===== config.mk =====
export PLATFORM = sky130hd
export DESIGN_NAME = rlsd_cmd_queue
export DESIGN_NICKNAME = d
export VERILOG_FILES = /design/src/rtl/core/rlsd_pkg.sv /design/src/rtl/core/rlsd_cmd_queue.sv
export SDC_FILE = /design/constraint.sdc
export NUM_CORES = 1
export LEC_CHECK = 0
export BUFFER_PORTS_ARGS = -buffer_cell sky130_fd_sc_hd__buf_4
export CORE_UTILIZATION = 50
export CTS_BUF_LIST = sky130_fd_sc_hd__clkbuf_2
export CTS_CLUSTER_DIAMETER = 100
export DETAILED_ROUTE_END_ITERATION = 6
export PLACE_DENSITY = 0.76
export SLEW_MARGIN = 20
export SYNTH_ARGS = -nofsm -noshare
export SYNTH_HDL_FRONTEND = slang
export SYNTH_SLANG_ARGS = --single-unit

===== constraint.sdc =====
create_clock -name clk -period 2.2 [get_ports clk]
set_input_delay 0.11 -clock clk [delete_from_list [all_inputs] [get_ports clk]]
set_output_delay 0.11 -clock clk [all_outputs]
set_load 0.005 [all_outputs]

===== src/rtl/core/rlsd_pkg.sv =====
// rlsd_pkg: shared constants and word types for the LED matrix scan driver.
// Depends on nothing; imported by every module of the block except rlsd_ram.
package rlsd_pkg;

  localparam int ROWS_PER_SECTION   = 16;
  localparam int FIRST_PANEL_WIDTH  = 32;
  localparam int SECOND_PANEL_WIDTH = 32;
  localparam int PANEL_HEIGHT       = 32;
  localparam int FRAME_WORDS        = 4096;  // power of two, address wraps by truncation
  localparam int TOTAL_COLS         = FIRST_PANEL_WIDTH + SECOND_PANEL_WIDTH;

  localparam int ADDR_W   = $clog2(FRAME_WORDS);
  localparam int COLOR_W  = 3;
  localparam int SEC_W    = 4;
  localparam int COL_W    = 7;
  localparam int LIT_W    = 16;
  localparam int STRIDE_W = 7;
  localparam int TICKS_W  = 16;
  localparam int PADDR_W  = 3;
  localparam int PDATA_W  = 32;

  localparam logic [STRIDE_W-1:0] STRIDE_RESET = STRIDE_W'(32);
  localparam logic [TICKS_W-1:0]  TICKS_RESET  = TICKS_W'(100);

  localparam logic REG_LINE_STRIDE   = 1'b0;
  localparam logic REG_DISPLAY_TICKS = 1'b1;

  typedef struct packed {
    logic         mode;
    logic [11:0]  write_address;
    logic [2:0]   pixel_color;
  } item_t;

  typedef struct packed {
    logic [3:0] row_address;
    logic       upper_red;
    logic       upper_green;
    logic       upper_blue;
    logic       lower_red;
    logic       lower_green;
    logic       lower_blue;
    logic       shift_clock;
    logic       latch_pulse;
    logic       display_enable;
    logic       frame_done;
  } result_t;

  typedef struct packed {
    logic [SEC_W-1:0] row_address;
    logic             shift_clock;
    logic             latch_pulse;
    logic             display_enable;
    logic             frame_done;
  } scan_ctrl_t;

  typedef struct packed {
    logic               is_tick;
    logic [ADDR_W-1:0]  waddr;
    logic [COLOR_W-1:0] color;
    logic [ADDR_W-1:0]  addr_up;
    logic [ADDR_W-1:0]  addr_lo;
    scan_ctrl_t         ctrl;
  } cmd_t;

endpackage


===== src/rtl/core/rlsd_cmd_queue.sv =====
// rlsd_cmd_queue: two-entry command queue between front and back end.
// Depends on rlsd_pkg.
module rlsd_cmd_queue (
  input  logic           clk,
  input  logic           rst,
  input  logic           push_valid,
  output logic           push_ready,
  input  rlsd_pkg::cmd_t push_cmd,
  output logic           pop_valid,
  input  logic           pop_ready,
  output rlsd_pkg::cmd_t pop_cmd
);
  import rlsd_pkg::*;

  cmd_t       entry [2];
  logic       wr_ptr, rd_ptr;
  logic [1:0] count;
  logic       do_push, do_pop;

  assign push_ready = (count != 2'd2);
  assign pop_valid  = (count != 2'd0);
  assign pop_cmd    = entry[rd_ptr];
  assign do_push    = push_valid && push_ready;
  assign do_pop     = pop_valid && pop_ready;

  always_ff @(posedge clk) begin
    if (do_push) begin
      entry[wr_ptr] <= push_cmd;
    end
  end

  always_ff @(posedge clk) begin
    if (rst) begin
      wr_ptr <= 1'b0;
      rd_ptr <= 1'b0;
      count  <= 2'd0;
    end else begin
      if (do_push) wr_ptr <= !wr_ptr;
      if (do_pop)  rd_ptr <= !rd_ptr;
      count <= count + 2'(do_push) - 2'(do_pop);
    end
  end

endmodule


# After elaboration in Yosys (flattened, before gate mapping)
# Memories as Yosys holds them, arrays and structs flattened. A register that Yosys moved wholly into a read port is not among the register bits.
# Cells that the tools add are included.
# classes
n_eq_ne,1
n_reduce_logical,5
add_sub_neg,2
muxes,4
# ops
operator,count
1-bit two-way mux,4
2-bit by 1-bit adder with 2-bit output,1
1-bit logical AND,2
1-bit zero test,2
2-bit inequality test (second input constant),1
2-bit nonzero test,1
2-bit by 1-bit subtractor with 2-bit output,1
# totals
output_inout_bits,50
mem_bits_rw,96
ff_bits,4
in_bits,52
elab_cells,16
memories,1
# mem_list
name,words,word_bits,rd,rd_clocked_by_memory_dff,write_ports,line_no,source
entry,2,48,1,1,1,rlsd_cmd_queue.sv:15,cmd_t entry [2];

# Logic depth before layout (Yosys ltp)
# logic_depth
depth_word,4
mapped_depth,6
depth_no_buf,6

# Least setup slack after synthesis
# No wires, ideal clock.
# synth_path
path_kind,register to register
from,register count[0]
to,memory entry[0][0] in the netlist's numbering (enable)
path_slack_ps,175
path_stages_with_launch,4
required_time_ps,1798
arrival_ps,1623
setup_time_ps,402
path_cell_list,dfxtp_1 -> nand2b_1 -> nand3b_1 -> inv_1
# synth_between
elab_chain_cells,4
# synth_lines
item,line_no,source
start: declaration,rlsd_cmd_queue.sv:17,logic [1:0] count;
start signal: assignment,rlsd_cmd_queue.sv:40,count <= count + 2'(do_push) - 2'(do_pop);
2-bit inequality test,rlsd_cmd_queue.sv:20,assign push_ready = (count != 2'd2);
named net push_ready,rlsd_cmd_queue.sv:7,"output logic push_ready,"
1-bit logical AND,rlsd_cmd_queue.sv:23,assign do_push = push_valid && push_ready;
1-bit two-way mux,rlsd_cmd_queue.sv:27,if (do_push) begin
1-bit two-way mux (implied by the code),rlsd_cmd_queue.sv:28,entry[wr_ptr] <= push_cmd;
end: declaration,rlsd_cmd_queue.sv:15,
# The timed path passes the listed nets, and every way through them passes these cells.

==> results.yml <==
status:
  status: "complete, no violations"
clock_tree:
  root_buffer: "clkbuf_2"
  clock_sinks: 101
  cts_resized: 0
  clockBufferDepth: 2
  ctsHoldBuffers: 52
  path_clk_slew_ns: 0.26
  cts_tree: "yes"
  post_cts_buffers: 0
  htreeDepth: 3
  insertion_delay_ns: 0.54
  cts_buffers: 9
logic_synthesis:
  yosys.area.top_type: "edfxtp_1"
  synthCells: 178
  yosysSeqAreaShare: 0.7837
  synth.top_cells.by_area: "edfxtp_1 (76%), mux2_2 (8.3%), mux2_4 (7.9%), dfxtp_1 (2.6%), buf_6 (0.59%)"
  synth_common_cells: "edfxtp_1 (96), mux2_2 (28), mux2_4 (20)"
  synth_edf_count: 96
  netlist_area_um2: 3806
  syn_avg_cell_area_um2: 21.38
  async_flop_share: 0
  synth_flop_cell: "edfxtp_1"
  syn_nets: 231
  ys_types: 27
  post-synth-top-area-fraction: 0.7574
  ys_ff_latch: 101
  yosysWarnings: 0
  yosysMostFrequentCell: "edfxtp_1"
placed_design:
  io_buffers: 101
  post_dp_cell_area_um2: 4695
  gp_congestion: 0.7046
finish:
  drive_gt1_frac: 0.5115
  area_delta_synth_final_pct: 39.41
  multiInputGateArea_um2: 779.5
  nets: 396
  final_cell_area_um2: 5306
  fill_cells: 477
  diodes: 0
  regArea_um2: 2984
setup_path:
  endpoint_kind: "output pin"
  cp_top_family: "buffers and inverters"
  cp_slowest_cell: "mux2_2"
  worstSetupPathType: "reg2out"
  regToRegSetupSlack_ns: 0.56
  slowest_delay_ns: 0.40
  required_ns: 2.09
  cp.depth: 3
  cp_data_arrival_time_ns: 1.84
  crit_fanout: 29
  regToRegStartpoint: "count[1]"
  cp_cell_sequence: "buf_4 > mux2_2 > buf_4"
  timing.critical_path.buf_inv: 2
  critPathLaunchType: "register"
  worstSetupEndpoint: "pop_cmd[23]"
  r2r-end: "count[1]"
  reg2reg_depth: 6
  cp_common_cell: "buf_4"
grt:
  grt_util_all_layers: 0.1913
  grt_start_max_net_pins: 35
  grt_pass1_wl_um: 10600
  grt_overflow: 0
  first_global_vias: 2265
  antenna_found_initial: 0
power:
  vdd_drop_max_v: 0.0005282
  total_power_uw: 4355
  power_density_nw_per_um2: 820.7
  p_switching_uw: 1123
  leakagePower_uw: 0.002044
  swShare: 0.2579
  p_seq_frac: 0.549
  comb_power_share: 0.280
  internal_power_uw: 3232
  p_clk_frac: 0.171
routing:
  drt_iter0_drc: 103
  drtPass1Iterations: 4
  vias: 2154
  ant_nets: 0
  drcViolationCount: 0
  viasPerCell: 4.819
  routedWlPerCell_um: 15.85
  routed_wl_um: 7086
sta:
  period_needed_ns: 1.952
  setup-tns-final_ns: 0
  drv_slew: 0
  fin_hold_ws_ns: 0.2746
  max_slew.worst_pin.slew_ns: 0.4514
  clock_skew_ns: 0.02825
  rsz0062_at_grt: "no"
  hold_viol: 0
  finalSetupViolations: 0
  period_share: 0.8874
  relSlewSlack: 0.6990
  max_freq_mhz: 512.2
floorplanning:
  die_h_um: 89.25
  ios: 102
  design.die.area_um2: 7966
  rows: 31
  initial_core_util: 0.5220
  fp.dieW_um: 89.25
  core_um2: 7292
min_path:
  hold_class: "in2reg"
job:
  drv_cap: 0
## area by class of cell
class / instances / area share
flip-flops and latches: 101 / 0.5624
inverters: 1 / 0.0007074
multi-input cells: 71 / 0.1469
well taps: 99 / 0.02334
repair buffers: 159 / 0.2495
clock buffers: 11 / 0.01037
clock inverters: 5 / 0.006838
## layer usage
layer | vias to the layer above | routed length, um | global-route usage
met2 | 71 | 3855 | 0.3470
met3 | 14 | 379 | 0.06556
met1 | 1039 | 2658 | 0.1944
met5 | - | 0 | 0
met4 | 0 | 193 | 0.09957
li1 | 1030 | - | -
## through the flow
stage	std cells	utilization	worst slack (ns)
2_1_floorplan	178	-	0.1748
3_3_place_gp	379	0.6438	0.6481
3_5_place_dp	379	0.6438	0.6048
4_1_cts	447	0.7277	0.2002
5_1_grt	447	0.7277	0.07759
6_report	447	0.7277	0.2478
## how the worst min path moves through the flow
stage	cells past startpoint	endpoint	from	slack [ns]
final	2	entry[1][36]	push_cmd[36]	0.27
after floorplan	1	wr_ptr	rst	0.18
after global placement	1	entry[0][10]	push_cmd[10]	0.29
after global routing	2	entry[1][5]	push_cmd[5]	0.20
after CTS	2	entry[0][45]	push_cmd[45]	0.23
after detailed placement	1	entry[0][21]	push_cmd[21]	0.30
## flip-flops by register name, indices dropped and copies added, names as in the netlist, named ones only
signal / count
count: 2
wr_ptr: 1
rd_ptr: 1
entry: 96
## power groups by stage
| stage | clock [uW] | sequential, uW | combinational (uW) |
|---|---|---|---|
| finish | 743 | 2390 | 1220 |
| global route | 842 | 2410 | 1320 |
| CTS | 758 | 2390 | 1230 |
| detailed placement | 0 | 2440 | 1140 |
| global placement | 0 | 2420 | 1140 |
| floorplan | 0 | 2420 | 630 |
## cells in the final DEF (no fill, tap or decap), types with 2 or more instances in the layout
cell	Yosys	final
buf_4	1	107
clkbuf_2	0	11
clkinvlp_4	0	3
dfxtp_1	5	4
dlygate4sd3_1	0	52
edfxtp_1	96	96
mux2_2	28	28
mux2_4	20	20
nor2_1	4	4
nor2b_1	2	2
## logic make-up after synthesis
logic type | share of synthesized area
AO/OA/AOI/OAI | 0.01150
XOR/XNOR | 0.002302
adder cells (fa/ha/maj) | 0.003287
buffers and inverters | 0.01151
flip-flops | 0.7837
multiplexers | 0.1617
AND/OR/NAND/NOR | 0.02597
No activity file was read; power rests on OpenSTA's default activity.
