===== config.mk =====
export PLATFORM = sky130hd
export DESIGN_NAME = rlsd_front
export DESIGN_NICKNAME = d
export VERILOG_FILES = /design/src/rtl/core/rlsd_pkg.sv /design/src/rtl/core/rlsd_front.sv
export SDC_FILE = /design/constraint.sdc
export NUM_CORES = 1
export LEC_CHECK = 0
export BUFFER_PORTS_ARGS = -buffer_cell sky130_fd_sc_hd__buf_2
export CAP_MARGIN = 10
export CORE_MARGIN = 1.5
export CORE_UTILIZATION = 50
export DETAILED_ROUTE_END_ITERATION = 6
export PLACE_DENSITY = 0.71
export REMOVE_ABC_BUFFERS = 1
export SETUP_SLACK_MARGIN = 0.3
export SYNTH_ARGS = -nofsm -noshare
export SYNTH_HDL_FRONTEND = slang
export SYNTH_SLANG_ARGS = --single-unit

===== constraint.sdc =====
create_clock -name clk -period 5.8 [get_ports clk]
set_input_delay 0.87 -clock clk [delete_from_list [all_inputs] [get_ports clk]]
set_output_delay 0.87 -clock clk [all_outputs]
set_load 0.02 [all_outputs]

===== src/rtl/core/rlsd_pkg.sv =====
// rlsd_pkg: shared constants and word types for the LED matrix scan driver.
// Depends on nothing; imported by every module of the block except rlsd_ram.
package rlsd_pkg;

  localparam int ROWS_PER_SECTION   = 16;
  localparam int FIRST_PANEL_WIDTH  = 32;
  localparam int SECOND_PANEL_WIDTH = 32;
  localparam int PANEL_HEIGHT       = 32;
  localparam int FRAME_WORDS        = 4096;  // power of two, address wraps by truncation
  localparam int TOTAL_COLS         = FIRST_PANEL_WIDTH + SECOND_PANEL_WIDTH;

  localparam int ADDR_W   = $clog2(FRAME_WORDS);
  localparam int COLOR_W  = 3;
  localparam int SEC_W    = 4;
  localparam int COL_W    = 7;
  localparam int LIT_W    = 16;
  localparam int STRIDE_W = 7;
  localparam int TICKS_W  = 16;
  localparam int PADDR_W  = 3;
  localparam int PDATA_W  = 32;

  localparam logic [STRIDE_W-1:0] STRIDE_RESET = STRIDE_W'(32);
  localparam logic [TICKS_W-1:0]  TICKS_RESET  = TICKS_W'(100);

  localparam logic REG_LINE_STRIDE   = 1'b0;
  localparam logic REG_DISPLAY_TICKS = 1'b1;

  typedef struct packed {
    logic         mode;
    logic [11:0]  write_address;
    logic [2:0]   pixel_color;
  } item_t;

  typedef struct packed {
    logic [3:0] row_address;
    logic       upper_red;
    logic       upper_green;
    logic       upper_blue;
    logic       lower_red;
    logic       lower_green;
    logic       lower_blue;
    logic       shift_clock;
    logic       latch_pulse;
    logic       display_enable;
    logic       frame_done;
  } result_t;

  typedef struct packed {
    logic [SEC_W-1:0] row_address;
    logic             shift_clock;
    logic             latch_pulse;
    logic             display_enable;
    logic             frame_done;
  } scan_ctrl_t;

  typedef struct packed {
    logic               is_tick;
    logic [ADDR_W-1:0]  waddr;
    logic [COLOR_W-1:0] color;
    logic [ADDR_W-1:0]  addr_up;
    logic [ADDR_W-1:0]  addr_lo;
    scan_ctrl_t         ctrl;
  } cmd_t;

endpackage


===== src/rtl/core/rlsd_front.sv =====
// rlsd_front: accepts input words, runs the scan sequencer and turns each word
// into a command for the back end. Depends on rlsd_pkg.
module rlsd_front (
  input  logic                            clk,
  input  logic                            rst,
  input  logic                            item_valid,
  output logic                            item_ready,
  input  rlsd_pkg::item_t                 item,
  input  logic [rlsd_pkg::STRIDE_W-1:0]   line_stride,
  input  logic [rlsd_pkg::TICKS_W-1:0]    display_ticks,
  input  logic                            busy,
  output logic                            push_valid,
  input  logic                            push_ready,
  output rlsd_pkg::cmd_t                  push_cmd
);
  import rlsd_pkg::*;

  localparam logic [1:0] PH_SHIFT = 2'd0;
  localparam logic [1:0] PH_LATCH = 2'd1;
  localparam logic [1:0] PH_LIT   = 2'd2;

  logic [SEC_W-1:0] sec, sec_next;
  logic [COL_W-1:0] col, col_next;
  logic [1:0]       phase, phase_next;
  logic [LIT_W-1:0] lit, lit_next;

  logic [TICKS_W-1:0] ticks_eff;
  logic [COL_W-1:0]   col_eff;
  logic [ADDR_W-1:0]  row_up, row_lo;
  logic               accept;

  assign item_ready = push_ready && !busy;
  assign accept     = item_valid && item_ready;
  assign push_valid = accept;
  assign ticks_eff  = (display_ticks == '0) ? TICKS_W'(1) : display_ticks;

  always_comb begin
    if ({1'b0, col} < (COL_W+1)'(FIRST_PANEL_WIDTH)) begin
      col_eff = col;
      row_up  = ADDR_W'(sec);
    end else begin
      col_eff = col - COL_W'(FIRST_PANEL_WIDTH);
      row_up  = ADDR_W'(sec) + ADDR_W'(PANEL_HEIGHT);
    end
    row_lo = row_up + ADDR_W'(ROWS_PER_SECTION);
  end

  always_comb begin
    sec_next   = sec;
    col_next   = col;
    phase_next = phase;
    lit_next   = lit;

    push_cmd                      = '0;
    push_cmd.is_tick              = item.mode;
    push_cmd.waddr                = ADDR_W'(item.write_address);
    push_cmd.color                = item.pixel_color;
    push_cmd.addr_up              = row_up * ADDR_W'(line_stride) + ADDR_W'(col_eff);
    push_cmd.addr_lo              = row_lo * ADDR_W'(line_stride) + ADDR_W'(col_eff);
    push_cmd.ctrl.row_address     = sec;

    if (item.mode) begin
      unique case (phase)
        PH_LATCH: begin
          push_cmd.ctrl.latch_pulse = 1'b1;
          phase_next = PH_LIT;
          lit_next   = '0;
        end
        PH_LIT: begin
          push_cmd.ctrl.display_enable = 1'b1;
          if ((LIT_W+1)'(lit) + (LIT_W+1)'(1) >= (LIT_W+1)'(ticks_eff)) begin
            if ((SEC_W+1)'(sec) + (SEC_W+1)'(1) >= (SEC_W+1)'(ROWS_PER_SECTION)) begin
              push_cmd.ctrl.frame_done = 1'b1;
              sec_next = '0;
            end else begin
              sec_next = sec + SEC_W'(1);
            end
            lit_next   = '0;
            col_next   = '0;
            phase_next = PH_SHIFT;
          end else begin
            lit_next = lit + LIT_W'(1);
          end
        end
        default: begin
          push_cmd.ctrl.shift_clock = 1'b1;
          if ((COL_W+1)'(col) + (COL_W+1)'(1) >= (COL_W+1)'(TOTAL_COLS)) begin
            col_next   = '0;
            phase_next = PH_LATCH;
          end else begin
            col_next   = col + COL_W'(1);
            phase_next = PH_SHIFT;
          end
        end
      endcase
    end
  end

  always_ff @(posedge clk) begin
    if (rst) begin
      sec   <= '0;
      col   <= '0;
      phase <= PH_SHIFT;
      lit   <= '0;
    end else if (accept) begin
      sec   <= sec_next;
      col   <= col_next;
      phase <= phase_next;
      lit   <= lit_next;
    end
  end

endmodule


* Word-level counts from Yosys, hierarchy flattened
Cells that the tools add are included.
** Storage, ports and cells
- Flip-flop bits (word level) :: 29
- Bits of input ports :: 44
- Word-level logic and storage cells :: 53
** Cells by class
- Bitwise logic cells :: 1
- Equal/unequal tests :: 3
- Muxes and demuxes :: 18
- $add $sub $neg :: 11
- $mul :: 2
- Reduce and logical (&&, ||, !) cells :: 10
- Magnitude comparators :: 4
** Operator list (number)
- 16-bit 2-to-1 mux :: 2
- 16-bit one-hot mux with 2 select lines :: 1
- 7-bit 2-to-1 mux :: 4
- 12-bit by 7-bit adder with 12-bit output :: 2
- 12-bit by 7-bit multiplier with 12-bit output :: 2
- 16-bit by 1-bit adder with 17-bit output, second input constant :: 1
- 17-bit by 16-bit greater-or-equal comparator with 1-bit output :: 1
- 16-bit by 1-bit adder with 16-bit output, second input constant :: 1
- 16-bit zero test :: 1
- 7-bit one-hot mux with 2 select lines :: 1
- 12-bit by 5-bit adder with 12-bit output, second input constant :: 1
- 7-bit by 1-bit adder with 8-bit output, second input constant :: 1
- 8-bit by 7-bit greater-or-equal comparator with 1-bit output, second input constant :: 1
- 4-bit 2-to-1 mux :: 2
- 4-bit AND reduction :: 2
- 4-bit by 6-bit adder with 7-bit output, second input constant :: 1
- 7-bit by 1-bit adder with 7-bit output, second input constant :: 1
- 7-bit by 6-bit less-than comparator with 1-bit output, second input constant :: 1
- 7-bit by 6-bit subtractor with 7-bit output, second input constant :: 1
- 3-bit AND reduction :: 2
- 4-bit by 1-bit adder with 5-bit output, second input constant :: 1
- 5-bit greater-or-equal comparator, second input constant :: 1
- 1-bit 2-to-1 mux :: 5
- 4-bit by 1-bit adder with 4-bit output, second input constant :: 1
- 10 further kinds :: 12

* Logic depth before layout (Yosys ltp)
- Depth in word-level cells :: 6
- Depth in mapped cells :: 17

* Least setup slack after synthesis
No wires, ideal clock.
- Path kind :: input-to-output
- Start :: in line_stride[6] (netlist bit)
- End :: out push_cmd[19] (netlist bit)
- Data required time :: 4.930 ns
- Stages :: 15
- Slack :: 0.392 ns
- Data arrival time :: 4.538 ns
- Path through :: and2_1 fa_1 inv_1 fa_1 inv_1 fa_1 inv_1 fa_1 inv_1 ha_1 o21ai_0 o21ai_0 o311ai_0 o21ai_0 xnor2_1
** RTL lines
- start, declared :: line rlsd_front.sv:9 : input logic [rlsd_pkg::STRIDE_W-1:0] line_stride,
- end, declared :: line rlsd_front.sv:14 : output rlsd_pkg::cmd_t push_cmd

==> results.sh <==
export IMPL_seqPwrFrac_pct=41.6
export IMPL_drt_wl_total_mm=10.7
export IMPL_cts_tree="done"
export IMPL_via_per_inst=5.44
export IMPL_power_density_nw_per_um2=94.6
export IMPL_drv_cap=0
export IMPL_dr_first_iter_drc_count=194
export IMPL_final_area_sq_um=5230
export IMPL_dieArea_sq_um=10100
export IMPL_period_minus_slack_ps=5370
export IMPL_vdd_drop_max_mv=0.0959
export IMPL_cts_htree_levels=2
export IMPL_fmax_mhz=186
export IMPL_areaGrowthSynthToFinish_pct=10.2
export IMPL_finalMaxSlewViolations=0
export IMPL_grt_usage_pct=21.9
export IMPL_clockBufferDepth=2
export IMPL_yosys_warnings=0
export IMPL_tightest_slew_ps=935
export IMPL_required_ps=4930
export IMPL_placedInstanceArea_sq_um=5020
export IMPL_slew_headroom_pct=37.7
export IMPL_clk_latency_ps=280
export IMPL_async_flop_share_pct=0
export IMPL_core_area_sq_um=9200
export IMPL_rsz0062_at_grt="yes"
export IMPL_nets=789
export IMPL_grt_ovfl_total=0
export IMPL_switching_share_pct=29.1
export IMPL_internal_power_w=0.000351
export IMPL_layout_drive_gt1_share_pct=17.6
export IMPL_syn_area_per_cell_sq_um=7.98
export IMPL_synth_area_sq_um=4740
export IMPL_grt_max_degree=34
export IMPL_grt_pass1_wl_mm=18.1
export IMPL_synthDistinctLibCells=52
export IMPL_vias=4063
export IMPL_detail_route_antenna_nets=0
export IMPL_fp_dieW_microns=100
export IMPL_clkTransAtPathRegs_ps=60
export IMPL_port_buffers=63
export IMPL_period_share_pct=92.7
export IMPL_status="complete, no violations"
export IMPL_dp_hpwl_mm=8.70
export IMPL_critPathKind="primary input to output pin"
export IMPL_cp_num_buf_inv=6
export IMPL_setup_tns_ps=0
export IMPL_synth_flop_cell="dfxtp_1"
export IMPL_synth_edf_count=0
export IMPL_first_global_vias=4005
export IMPL_numCtsBuffers=5
export IMPL_cp_max_fo=6
export IMPL_skew_ps=5.61
export IMPL_setup_viol=0
export IMPL_routedWlPerCell_microns=14.3
export IMPL_layout_commonest_cell="inv_1"
export IMPL_drc=0
export IMPL_syn_inst=594
export IMPL_hold_slack_ps=485
export IMPL_gp_congestion=0.892
export IMPL_fp_row_count=35
export IMPL_antenna_found_initial=0
export IMPL_critPathMostFrequentCell="fa_1"
export IMPL_start_kind="primary input"
export IMPL_mostFrequentLayoutCells="98 x inv_1, 73 x ha_1, 59 x buf_2"
export IMPL_worstPathCellList="clkbuf_4 -> and2_4 -> fa_1 -> inv_2 -> fa_1 -> inv_1 -> fa_1 -> inv_2 -> fa_1 -> inv_2 -> ha_4 -> o21ai_2 -> o21ai_2 -> o311ai_2 -> o21ai_1 -> xnor2_1 -> buf_4"
export IMPL_crit_arrival_ps=4500
export IMPL_finalHoldViolCount=0
export IMPL_max_stage_delay_ps=540
export IMPL_ioPinCount=94
export IMPL_clkPwrFrac_pct=37.5
export IMPL_worst_setup_path_end_kind="output pin"
export IMPL_cpMaxStageDelayCell="fa_1"
export IMPL_root_buffer="clkbuf_8"
export IMPL_cts_sinks=29
export IMPL_die_h_microns=100
export IMPL_first_pass_iters=4
export IMPL_final_util_pct=56.8
export IMPL_nFillCells=850
export IMPL_hold_path_class="flop to flop"
export IMPL_leakage_nw=2.72
export IMPL_crit_family="adder cells"
export IMPL_seq_area_frac_synth_pct=12.2
export IMPL_power_frac_comb_pct=20.9
export IMPL_power_switching_w=0.000144
export IMPL_diodes=0
export IMPL_start_util_pct=51.5
export IMPL_ys_ff_latch=29
[worst paths after layout]
path / startpoint / end / slack, ps / cells after the start
worst min register to register: lit[10] / lit[10] / 480 / 2
worst min-delay path: lit[10] / lit[10] / 480 / 2
worst max register to register: lit[2] / col[1] / 1740 / 11
worst max-delay path: line_stride[3] / push_cmd[19] / 430 / 17
[per-layer routing]
layer	wire length, microns	up-vias	GRT usage (%)	part of all wire [%]
li1	-	2047	-	-
met1	4780	1895	27.2	45
met2	5330	107	38.7	50
met3	471	14	4.18	4.4
met4	135	0	6.28	1.3
met5	0	-	0	0
[registers in the layout (all words and copies together), names as in the netlist]
| signal | flops |
|---|---|
| lit | 16 |
| col | 7 |
| sec | 4 |
| phase | 2 |
[cell usage after synthesis, types with 11 or more instances]
library cell  count  share of area, %
a21oi_1          33               3.5
and2_1           22               2.9
and3_1           11               1.5
buf_4            21               3.3
clkbuf_1         11              0.87
dfxtp_1          29                12
fa_1             35                15
ha_1             75                20
inv_1           103               8.2
nand2_1          43               3.4
nand3_1          16               1.7
nor2_1           32               2.5
o21ai_0          22               2.3
xnor2_1          25               4.6
[cells by family (layout without fill, tap and decap cells)]
family                   count (synthesis)  count (layout)  share of synthesized area (%)
adder cells (fa/ha/maj)                110             110                           34.6
XOR/XNOR                                35              35                           6.47
buffers and inverters                  139             181                           12.8
multiplexers                             3               3                          0.686
AND/OR/NAND/NOR                        184             184                           20.9
AO/OA/AOI/OAI                           94              94                           12.3
flip-flops                              29              29                           12.2
[power by group through the flow]
stage               logic [W]  registers (W)  clock network, W
CTS                  0.000102       0.000206          0.000189
floorplan           0.0000621       0.000209                 0
global route         0.000117       0.000206          0.000197
finish               0.000103       0.000205          0.000185
global placement    0.0000970       0.000210                 0
detailed placement  0.0000995       0.000210                 0
[what timing repair did]
item | in CTS | in global routing
resized for setup | 14 | 26
pin swaps | 7 | 18
hold buffers | 0 | 0
endpoints found under the setup margin | 6 | 7
setup buffers | 0 | 1
[final cells by class]
cell class | count | area (sq um) | share of cell area [%]
multi-input cells | 426 | 3640 | 69.7
flip-flops and latches | 29 | 581 | 11.1
inverters | 103 | 387 | 7.40
repair buffers | 70 | 378 | 7.23
well taps | 111 | 139 | 2.66
clock buffers | 7 | 96.3 | 1.84
clock inverters | 1 | 5.00 | 0.0958
[worst register-to-register path, stage by stage, from the launching register on]
cell	delay, ps
dfxtp_1	490
nand3_1	220
nor4_1	700
nand3_1	250
xnor2_1	200
ha_1	310
nand3_1	130
nor4_1	660
a2111oi_2	160
buf_4	220
nor2_1	410
mux2i_1	240
[through the flow]
step	setup WS (ps)	power, W	instances
after floorplan	392	0.000271	558
after global placement	135	0.000307	738
after detailed placement	46.5	0.000310	738
after CTS	305	0.000497	746
after global routing	271	0.000521	747
final	426	0.000494	747
Note: power is estimated with default switching activity, not from simulation.
